**config.mk**
```make
export PLATFORM = sky130hd
export DESIGN_NAME = membership_set_table_top
export DESIGN_NICKNAME = d
export VERILOG_FILES = /design/src/design/mst_pkg.sv /design/src/design/mst_ram.sv /design/src/design/mst_scan.sv /design/src/design/membership_set_table_top.sv
export SDC_FILE = /design/constraint.sdc
export NUM_CORES = 2
export LEC_CHECK = 0
export BUFFER_PORTS_ARGS = -buffer_cell sky130_fd_sc_hd__buf_2
export CAP_MARGIN = 40
export CORE_MARGIN = 1.5
export CORE_UTILIZATION = 50
export CTS_CLUSTER_DIAMETER = 60
export DETAILED_ROUTE_END_ITERATION = 8
export GPL_TIMING_DRIVEN = 0
export PLACE_DENSITY_LB_ADDON = 0.15
export SLEW_MARGIN = 5
export SYNTH_ARGS = -nofsm -noshare
export SYNTH_HDL_FRONTEND = slang
export SYNTH_HIERARCHICAL = 1
export SYNTH_SLANG_ARGS = --single-unit
```
**constraint.sdc**
```tcl
create_clock -name i_clk -period 10.4 [get_ports i_clk]
set_input_delay 1.04 -clock i_clk [delete_from_list [all_inputs] [get_ports i_clk]]
set_output_delay 1.04 -clock i_clk [all_outputs]
set_load 0.01 [all_outputs]
```
**src/design/mst_pkg.sv**
```systemverilog
// ----------------------------------------------------------------------------
// mst_pkg
// Shared types and constants for the membership set table.
// ----------------------------------------------------------------------------
package mst_pkg;

    // Fixed field widths of the transaction ports
    localparam int unsigned ELEM_IN_BITS = 32;
    localparam int unsigned CMD_BITS     = 2;
    localparam int unsigned COUNT_BITS   = 7;

    // Command codes
    localparam logic [CMD_BITS-1:0] CMD_ADD    = 2'd0;
    localparam logic [CMD_BITS-1:0] CMD_REMOVE = 2'd1;
    localparam logic [CMD_BITS-1:0] CMD_SEARCH = 2'd2;

    // Match tracker flags handed from the scan unit to the controller
    typedef struct packed {
        logic hit;
        logic free_found;
    } t_scan_flags;

endpackage

```
**src/design/mst_ram.sv**
```systemverilog
// ----------------------------------------------------------------------------
// mst_ram
// Generic simple dual-port RAM: one write port, one read port, registered read.
// ----------------------------------------------------------------------------
module mst_ram #(
    parameter int unsigned WIDTH = 8,
    parameter int unsigned DEPTH = 16
) (
    input  logic                                   i_clk,
    input  logic                                   i_wr_en,
    input  logic [((DEPTH > 1) ? $clog2(DEPTH) : 1)-1:0] i_wr_addr,
    input  logic [WIDTH-1:0]                       i_wr_data,
    input  logic                                   i_rd_en,
    input  logic [((DEPTH > 1) ? $clog2(DEPTH) : 1)-1:0] i_rd_addr,
    output logic [WIDTH-1:0]                       o_rd_data
);

    logic [WIDTH-1:0] r_mem [DEPTH];
    logic [WIDTH-1:0] r_rd_data;

    always_ff @(posedge i_clk) begin
        if (i_wr_en) begin
            r_mem[i_wr_addr] <= i_wr_data;
        end
        if (i_rd_en) begin
            r_rd_data <= r_mem[i_rd_addr];
        end
    end

    assign o_rd_data = r_rd_data;

endmodule

```
**src/design/mst_scan.sv**
```systemverilog
// ----------------------------------------------------------------------------
// mst_scan
// Match tracker: compares each row read from the slot RAM with the key and
// keeps the first matching slot and the lowest free slot of the scan.
// ----------------------------------------------------------------------------
module mst_scan
    import mst_pkg::*;
#(
    parameter int unsigned CAPACITY     = 64,
    parameter int unsigned ELEMENT_BITS = 32
) (
    input  logic                                       i_clk,
    input  logic                                       i_rst_n,
    input  logic                                       i_start,
    input  logic                                       i_chk_vld,
    input  logic [$clog2(CAPACITY)-1:0]                i_chk_addr,
    input  logic [ELEMENT_BITS:0]                      i_rd_row,
    input  logic [ELEMENT_BITS-1:0]                    i_key,
    output t_scan_flags                                o_flags,
    output logic [$clog2(CAPACITY)-1:0]                o_hit_idx,
    output logic [$clog2(CAPACITY)-1:0]                o_free_idx
);

    localparam int unsigned AW = $clog2(CAPACITY);

    logic          r_hit;
    logic          r_free;
    logic [AW-1:0] r_hit_idx;
    logic [AW-1:0] r_free_idx;
    logic          w_row_vld;
    logic          w_match;

    assign w_row_vld = i_rd_row[ELEMENT_BITS];
    assign w_match   = w_row_vld && (i_rd_row[ELEMENT_BITS-1:0] == i_key);

    always_ff @(posedge i_clk) begin
        if (!i_rst_n || i_start) begin
            r_hit  <= 1'b0;
            r_free <= 1'b0;
        end else if (i_chk_vld) begin
            // keep the first hit and the lowest free slot only
            if (w_match && !r_hit) begin
                r_hit     <= 1'b1;
                r_hit_idx <= i_chk_addr;
            end
            if (!w_row_vld && !r_free) begin
                r_free     <= 1'b1;
                r_free_idx <= i_chk_addr;
            end
        end
    end

    assign o_flags.hit        = r_hit;
    assign o_flags.free_found = r_free;
    assign o_hit_idx          = r_hit_idx;
    assign o_free_idx         = r_free_idx;

endmodule

```
**src/design/membership_set_table_top.sv**
```systemverilog
// ----------------------------------------------------------------------------
// membership_set_table_top
// Sequence: an input transaction is accepted, the RAM scan reads every slot at
//   one slot per cycle, then an update state loads the result register.
// Issue: a new transaction is taken only once the last one is done, as the
//   single read port of the slot RAM is passed by every slot once per command,
//   with an idle state to take the next transaction; a stalled result holds the
//   update state until the result register frees up.
// Reset: synchronous, active low; count and flags clear, then a clearing pass
//   over every slot marks it free while o_ready stays low.
// ----------------------------------------------------------------------------
module membership_set_table_top
    import mst_pkg::*;
#(
    parameter int unsigned CAPACITY     = 64,
    parameter int unsigned ELEMENT_BITS = 32
) (
    input  logic                           i_clk,
    input  logic                           i_rst_n,
    // input transaction
    input  logic                           i_valid,
    output logic                           o_ready,
    input  logic [CMD_BITS-1:0]            i_command,
    input  logic signed [ELEM_IN_BITS-1:0] i_element,
    // result transaction
    output logic                           o_valid,
    input  logic                           i_ready,
    output logic                           o_success,
    output logic                           o_capacity_refused,
    output logic [COUNT_BITS-1:0]          o_element_count,
    output logic                           o_set_empty
);

    localparam int unsigned AW    = $clog2(CAPACITY);
    localparam int unsigned SW    = AW + 1;                  // scan counter, reaches CAPACITY
    localparam int unsigned CW    = $clog2(CAPACITY + 1);    // held count
    localparam int unsigned ROW_W = ELEMENT_BITS + 1;        // {valid, value}
    localparam int unsigned EXT_W = ELEMENT_BITS + ELEM_IN_BITS;

    // state codes
    localparam logic [1:0] S_CLEAR = 2'd0;
    localparam logic [1:0] S_IDLE  = 2'd1;
    localparam logic [1:0] S_SCAN  = 2'd2;
    localparam logic [1:0] S_UPD   = 2'd3;

    logic [1:0]              r_state, n_state;
    logic [SW-1:0]           r_rd_cnt, n_rd_cnt;
    logic                    r_chk_vld;
    logic [AW-1:0]           r_chk_addr;
    logic [CMD_BITS-1:0]     r_cmd;
    logic [ELEMENT_BITS-1:0] r_key;
    logic [CW-1:0]           r_count, n_count;

    // output register
    logic                    r_out_vld;
    logic                    r_out_success;
    logic                    r_out_refused;
    logic [COUNT_BITS-1:0]   r_out_cnt;
    logic                    r_out_empty;

    logic                    w_accept;
    logic                    w_out_free;
    logic                    w_out_load;
    logic [EXT_W-1:0]        w_key_ext;
    logic                    w_rd_en;
    logic [AW-1:0]           w_rd_addr;
    logic [ROW_W-1:0]        w_rd_row;
    logic                    w_wr_en;
    logic [AW-1:0]           w_wr_addr;
    logic [ROW_W-1:0]        w_wr_data;
    logic                    w_scan_last;
    logic                    w_add_ok;
    logic                    w_add_refused;
    logic                    w_rem_ok;
    logic                    w_success;
    logic [CW+COUNT_BITS-1:0] w_cnt_ext;

    t_scan_flags             w_flags;
    logic [AW-1:0]           w_hit_idx;
    logic [AW-1:0]           w_free_idx;

    // Only the low ELEMENT_BITS of the zero-extended element are stored and compared
    assign w_key_ext = {{ELEMENT_BITS{1'b0}}, i_element};

    assign o_ready    = (r_state == S_IDLE);
    assign w_accept   = i_valid && o_ready;
    assign w_out_free = !r_out_vld || i_ready;

    // Scan issues one RAM read per cycle; the row comes back in the cycle after
    assign w_rd_en     = (r_state == S_SCAN) && (r_rd_cnt != SW'(CAPACITY));
    assign w_rd_addr   = r_rd_cnt[AW-1:0];
    assign w_scan_last = r_chk_vld && (r_chk_addr == AW'(CAPACITY - 1));

    // Decide the command from the tracker once every slot has been seen
    assign w_add_ok      = (r_cmd == CMD_ADD) && !w_flags.hit && w_flags.free_found
                           && (r_count < CW'(CAPACITY));
    assign w_add_refused = (r_cmd == CMD_ADD) && !w_flags.hit && !w_add_ok;
    assign w_rem_ok      = (r_cmd == CMD_REMOVE) && w_flags.hit;
    assign w_success     = w_add_ok || w_rem_ok || ((r_cmd == CMD_SEARCH) && w_flags.hit);
    assign w_out_load    = (r_state == S_UPD) && w_out_free;

    // RAM write: clearing pass, or the single slot update of an add or remove.
    // Reads and writes never overlap, so no forwarding is needed.
    always_comb begin
        w_wr_en   = 1'b0;
        w_wr_addr = r_rd_cnt[AW-1:0];
        w_wr_data = '0;
        if (r_state == S_CLEAR) begin
            w_wr_en = 1'b1;
        end else if (w_out_load && w_add_ok) begin
            w_wr_en   = 1'b1;
            w_wr_addr = w_free_idx;
            w_wr_data = {1'b1, r_key};
        end else if (w_out_load && w_rem_ok) begin
            w_wr_en   = 1'b1;
            w_wr_addr = w_hit_idx;
            w_wr_data = {1'b0, r_key};
        end
    end

    // Held count after this command
    always_comb begin
        n_count = r_count;
        if (w_add_ok) begin
            n_count = r_count + CW'(1);
        end else if (w_rem_ok && (r_count != '0)) begin
            n_count = r_count - CW'(1);
        end
    end

    assign w_cnt_ext = {{COUNT_BITS{1'b0}}, n_count};

    // Sequencer
    always_comb begin
        n_state  = r_state;
        n_rd_cnt = r_rd_cnt;
        unique case (r_state)
            S_CLEAR: begin
                n_rd_cnt = r_rd_cnt + SW'(1);
                if (r_rd_cnt == SW'(CAPACITY - 1)) begin
                    n_state = S_IDLE;
                end
            end
            S_IDLE: begin
                n_rd_cnt = '0;
                if (w_accept) begin
                    n_state = S_SCAN;
                end
            end
            S_SCAN: begin
                if (w_rd_en) begin
                    n_rd_cnt = r_rd_cnt + SW'(1);
                end
                if (w_scan_last) begin
                    n_state = S_UPD;
                end
            end
            S_UPD: begin
                if (w_out_free) begin
                    n_state = S_IDLE;
                end
            end
            default: begin
                n_state = S_IDLE;
            end
        endcase
    end

    always_ff @(posedge i_clk) begin
        if (!i_rst_n) begin
            r_state   <= S_CLEAR;
            r_rd_cnt  <= '0;
            r_chk_vld <= 1'b0;
            r_count   <= '0;
            r_out_vld <= 1'b0;
        end else begin
            r_state   <= n_state;
            r_rd_cnt  <= n_rd_cnt;
            r_chk_vld <= w_rd_en;
            if (w_out_load) begin
                r_count   <= n_count;
                r_out_vld <= 1'b1;
            end else if (i_ready) begin
                r_out_vld <= 1'b0;
            end
        end
    end

    // Payload registers, no reset
    always_ff @(posedge i_clk) begin
        r_chk_addr <= w_rd_addr;
        if (w_accept) begin
            r_cmd <= i_command;
            r_key <= w_key_ext[ELEMENT_BITS-1:0];
        end
        if (w_out_load) begin
            r_out_success <= w_success;
            r_out_refused <= w_add_refused;
            r_out_cnt     <= w_cnt_ext[COUNT_BITS-1:0];
            r_out_empty   <= (n_count == '0);
        end
    end

    assign o_valid            = r_out_vld;
    assign o_success          = r_out_success;
    assign o_capacity_refused = r_out_refused;
    assign o_element_count    = r_out_cnt;
    assign o_set_empty        = r_out_empty;

    // Slot store: one row per slot holding {valid, value}
    mst_ram #(
        .WIDTH (ROW_W),
        .DEPTH (CAPACITY)
    ) u_slot_ram (
        .i_clk     (i_clk),
        .i_wr_en   (w_wr_en),
        .i_wr_addr (w_wr_addr),
        .i_wr_data (w_wr_data),
        .i_rd_en   (w_rd_en),
        .i_rd_addr (w_rd_addr),
        .o_rd_data (w_rd_row)
    );

    mst_scan #(
        .CAPACITY     (CAPACITY),
        .ELEMENT_BITS (ELEMENT_BITS)
    ) u_scan (
        .i_clk      (i_clk),
        .i_rst_n    (i_rst_n),
        .i_start    (w_accept),
        .i_chk_vld  (r_chk_vld),
        .i_chk_addr (r_chk_addr),
        .i_rd_row   (w_rd_row),
        .i_key      (r_key),
        .o_flags    (w_flags),
        .o_hit_idx  (w_hit_idx),
        .o_free_idx (w_free_idx)
    );

    // Held count never passes the number of slots
    a_count_bound: assert property (@(posedge i_clk) disable iff (!i_rst_n)
        r_count <= CW'(CAPACITY))
        else $error("held count exceeds capacity");

    // A refused add never reports success
    a_refuse_excl: assert property (@(posedge i_clk) disable iff (!i_rst_n)
        (o_valid && o_capacity_refused) |-> !o_success)
        else $error("refused add flagged as success");

    // A successful add grows the count by exactly one
    a_add_count: assert property (@(posedge i_clk) disable iff (!i_rst_n)
        (w_out_load && w_add_ok) |=> (r_count == $past(r_count) + CW'(1)))
        else $error("add did not advance count");

    // No RAM read is issued while a slot update is written
    a_no_rw_overlap: assert property (@(posedge i_clk) disable iff (!i_rst_n)
        w_wr_en |-> !w_rd_en)
        else $error("read and write overlap in slot RAM");

endmodule
```
==> results.yml <==
synth:
  synth-compound-area-share_pct: 2.824
  post_synth.cell_area_avg_um2: 21.76
  synth_enable_flop_cells: 2201
  ys_seq_area_share_pct: 77.91
  yosysUniqueCellTypes: 73
  ys_warn_count: 6
  synth_top_area_share_pct: 77.31
  synth-seq-cells: 2227
  synth_adder_area_share_pct: 0.1463
  synth_top_family_by_area: "multiplexers"
  synth-async-reset-ratio_pct: 0
  yosys.area_share.simple_pct: 3.116
  synth_area_leader_cell: "edfxtp_1"
  synth.most_common_cell: "edfxtp_1"
  synthesis.area_um2: 85500
  ys.flop_type: "edfxtp_1"
  syn-num-nets: 3977
  synth_common_cells: "2201 x edfxtp_1, 485 x mux4_2, 115 x nand2_1"
  yosys-top-cells-area: "edfxtp_1 77%, mux4_2 13%, mux2i_1 1.1%, a22oi_1 0.68%, dfxtp_1 0.61%"
  synthXorXnorAreaFrac_pct: 0.4698
  synthMuxAreaShare_pct: 14.00
  netlist_instances: 3929
timing:
  worstMarginPinSlew_ns: 1.017
  hold_violations: 0
  fin_skew_ns: 0.04890
  fin_setup_tns_ns: 0
  fmax_mhz: 202.3
  fin_crit_ns: 4.942
  grt_setup_unrepaired: "no"
  period_share_pct: 47.52
  setup_violations: 0
  drv_slew: 0
  timing.slew.headroom_pct: 31.96
pwr:
  ir_worst_vdd_mv: 0.2044
  p_per_area_nw_per_um2: 212.8
  power_leakage_nw: 35.90
setup_path:
  reg2regPathDepth: 12
  worst_setup_path_end_kind: "flip-flop"
  endpoint: "u_slot_ram/r_mem[43][14]"
  cp_max_fo: 20
  rrSetupSlack_ns: 5.46
  required_ns: 10.92
  worstPathArrival_ns: 5.46
  start_kind: "flip-flop"
  critPathKind: "flip-flop to flip-flop"
  cp-startpoint: "u_scan/r_hit"
  r2r_end: "u_slot_ram/r_mem[43][14]"
  rr_startpoint: "u_scan/r_hit"
run:
  max-cap-violations: 0
placed_design:
  dp.cells: 6368
  place_hpwl_um: 173300
  gp_congestion: 0.8863
  port_buffers: 49
clocking:
  clock_latency_ns: 0.87
  tritoncts: "yes"
  numCtsBuffers: 218
  cts_hold_buf: 0
  cts_resized: 0
  cts.sinks: 2227
  cts_setup_buffers: 0
  clkTransAtPathRegs_ns: 0.06
  cts_root_buf: "clkbuf_16"
  clock_path_buffers: 3
  htreeDepth: 4
detailed_routing:
  drtAntennaViolNets: 0
  vias: 44850
  drc: 0
  routed_wl_um: 255000
  drt_pass1_iterations: 8
  post_drt_wl_per_cell_um: 37.60
  drt_iter0_drc: 7031
  vias_per_cell: 6.613
grt:
  grt_max_degree: 60
  track_usage_pct: 29.61
  grt_pass1_vias: 43450
  grt-ovfl-total: 0
  antenna_found_initial: 12
  grt_pass1_wl_um: 350100
floorplan:
  fp.dieW_um: 416.5
  core_um2: 169700
  start_util_pct: 50.39
  die_h_um: 416.5
  ios: 50
  fp.dieArea_um2: 173500
  rows: 151
cells_and_area:
  drive_above_1_share_pct: 27.35
  fin_cells: 6782
  nets: 4423
  area_growth_pct: 15.87
worst_hold_path:
  hold_depth: 1
  hold_class: "input pin to flip-flop"
run_status:
  outcome: "complete, no violations"
## power breakdown
part / internal [mW] / switching (mW) / leakage [nW]
registers: 10.0 / 0.0770 / 25.2
clock network: 4.14 / 3.37 / 3.27
logic: 1.17 / 2.32 / 7.39
total: 15.3 / 5.76 / 35.9
## cell families after synthesis
family | Yosys count
flops | 2227
mux | 589
simple gates | 509
compound gates | 320
buf+inv | 229
xor+xnor | 45
fa+ha+maj | 10
## layout by cell type, fill, tap and decap left out, types with 24 or more instances in the layout
cell type and count:
clkinv_1 58, a21oi_1 24, buf_6 50, and2_2 34
buf_2 116, a22oi_1 77, clkbuf_16 221, dfxtp_1 26
buf_4 30, o22ai_1 59, nand3_1 92, nor2_4 62
buf_16 27, buf_12 91, mux2i_1 98, buf_8 29
edfxtp_1 2201, mux4_2 485, o221ai_1 46, clkbuf_1 150
nor2b_1 30, nand2_1 115, clkinv_2 29, nand4_1 52
xnor2_1 38
## state kept, by name, indices dropped and copies added (netlist names), 2 cells and up
signal                flops
u_scan/o_free_idx         6
r_state                   2
o_element_count           7
r_count                   7
r_cmd                     2
u_slot_ram/o_rd_data     33
r_rd_cnt                  7
r_chk_addr                6
u_scan/o_hit_idx          6
r_key                    32
u_slot_ram/r_mem       2112
## critical path, stage by stage, from the launching register on
cell and delay (ns):
dfxtp_1 0.48, buf_4 0.25, nor4b_4 0.36, nand2b_2 0.16, and2_1 0.19, nor3_2 0.16, buf_4 0.24, o221a_2 0.22
clkbuf_1 0.39, nor2b_1 0.27, nand3_1 0.60, nor2_4 0.94, buf_12 0.28
## final cells by class
type	count	area (um^2)
Sequential cell	2227	66610
Clock inverter	118	998.5
Tap cell	2218	2775
Clock buffer	286	5774
Buffer	215	1252
Fill cell	12150	70600
Timing Repair Buffer	226	3485
Antenna cell	5	12.51
Multi-Input combinational cell	1473	18100
Inverter	14	52.55
## metrics by stage
stage               total power, mW  worst slack, ns  hold WS [ns]  util (%)  cell area (um^2)
floorplan                     12.13            5.158        0.3879         -             85500
global placement              13.55            1.209        0.4384     52.17             88520
detailed placement            13.71            5.271        0.4486     54.35             92210
CTS                           21.14            5.558        0.2861     58.34             98980
global route                  21.59            5.291        0.3142     58.38             99050
finish                        21.08            5.458        0.3528     58.39             99060
## how the worst min path moves through the flow
stage | from | endpoint | slack (ns)
3_3_place_gp | r_chk_addr[2] | u_scan/o_hit_idx[2] | 0.44
3_5_place_dp | r_chk_addr[4] | u_scan/o_free_idx[4] | 0.45
2_1_floorplan | r_rd_cnt[1] | r_chk_addr[1] | 0.39
5_1_grt | i_element[21] | r_key[21] | 0.31
4_1_cts | i_element[26] | r_key[26] | 0.29
6_report | i_element[12] | r_key[12] | 0.35
## layer usage
| layer | part of all wire [%] | global-route usage, % |
|---|---|---|
| met5 | 0.018 | 0 |
| met4 | 5.1 | 13.12 |
| met3 | 11 | 6.436 |
| met2 | 46 | 44.98 |
| met1 | 38 | 41.63 |
Note: power is estimated with default switching activity, not from simulation.
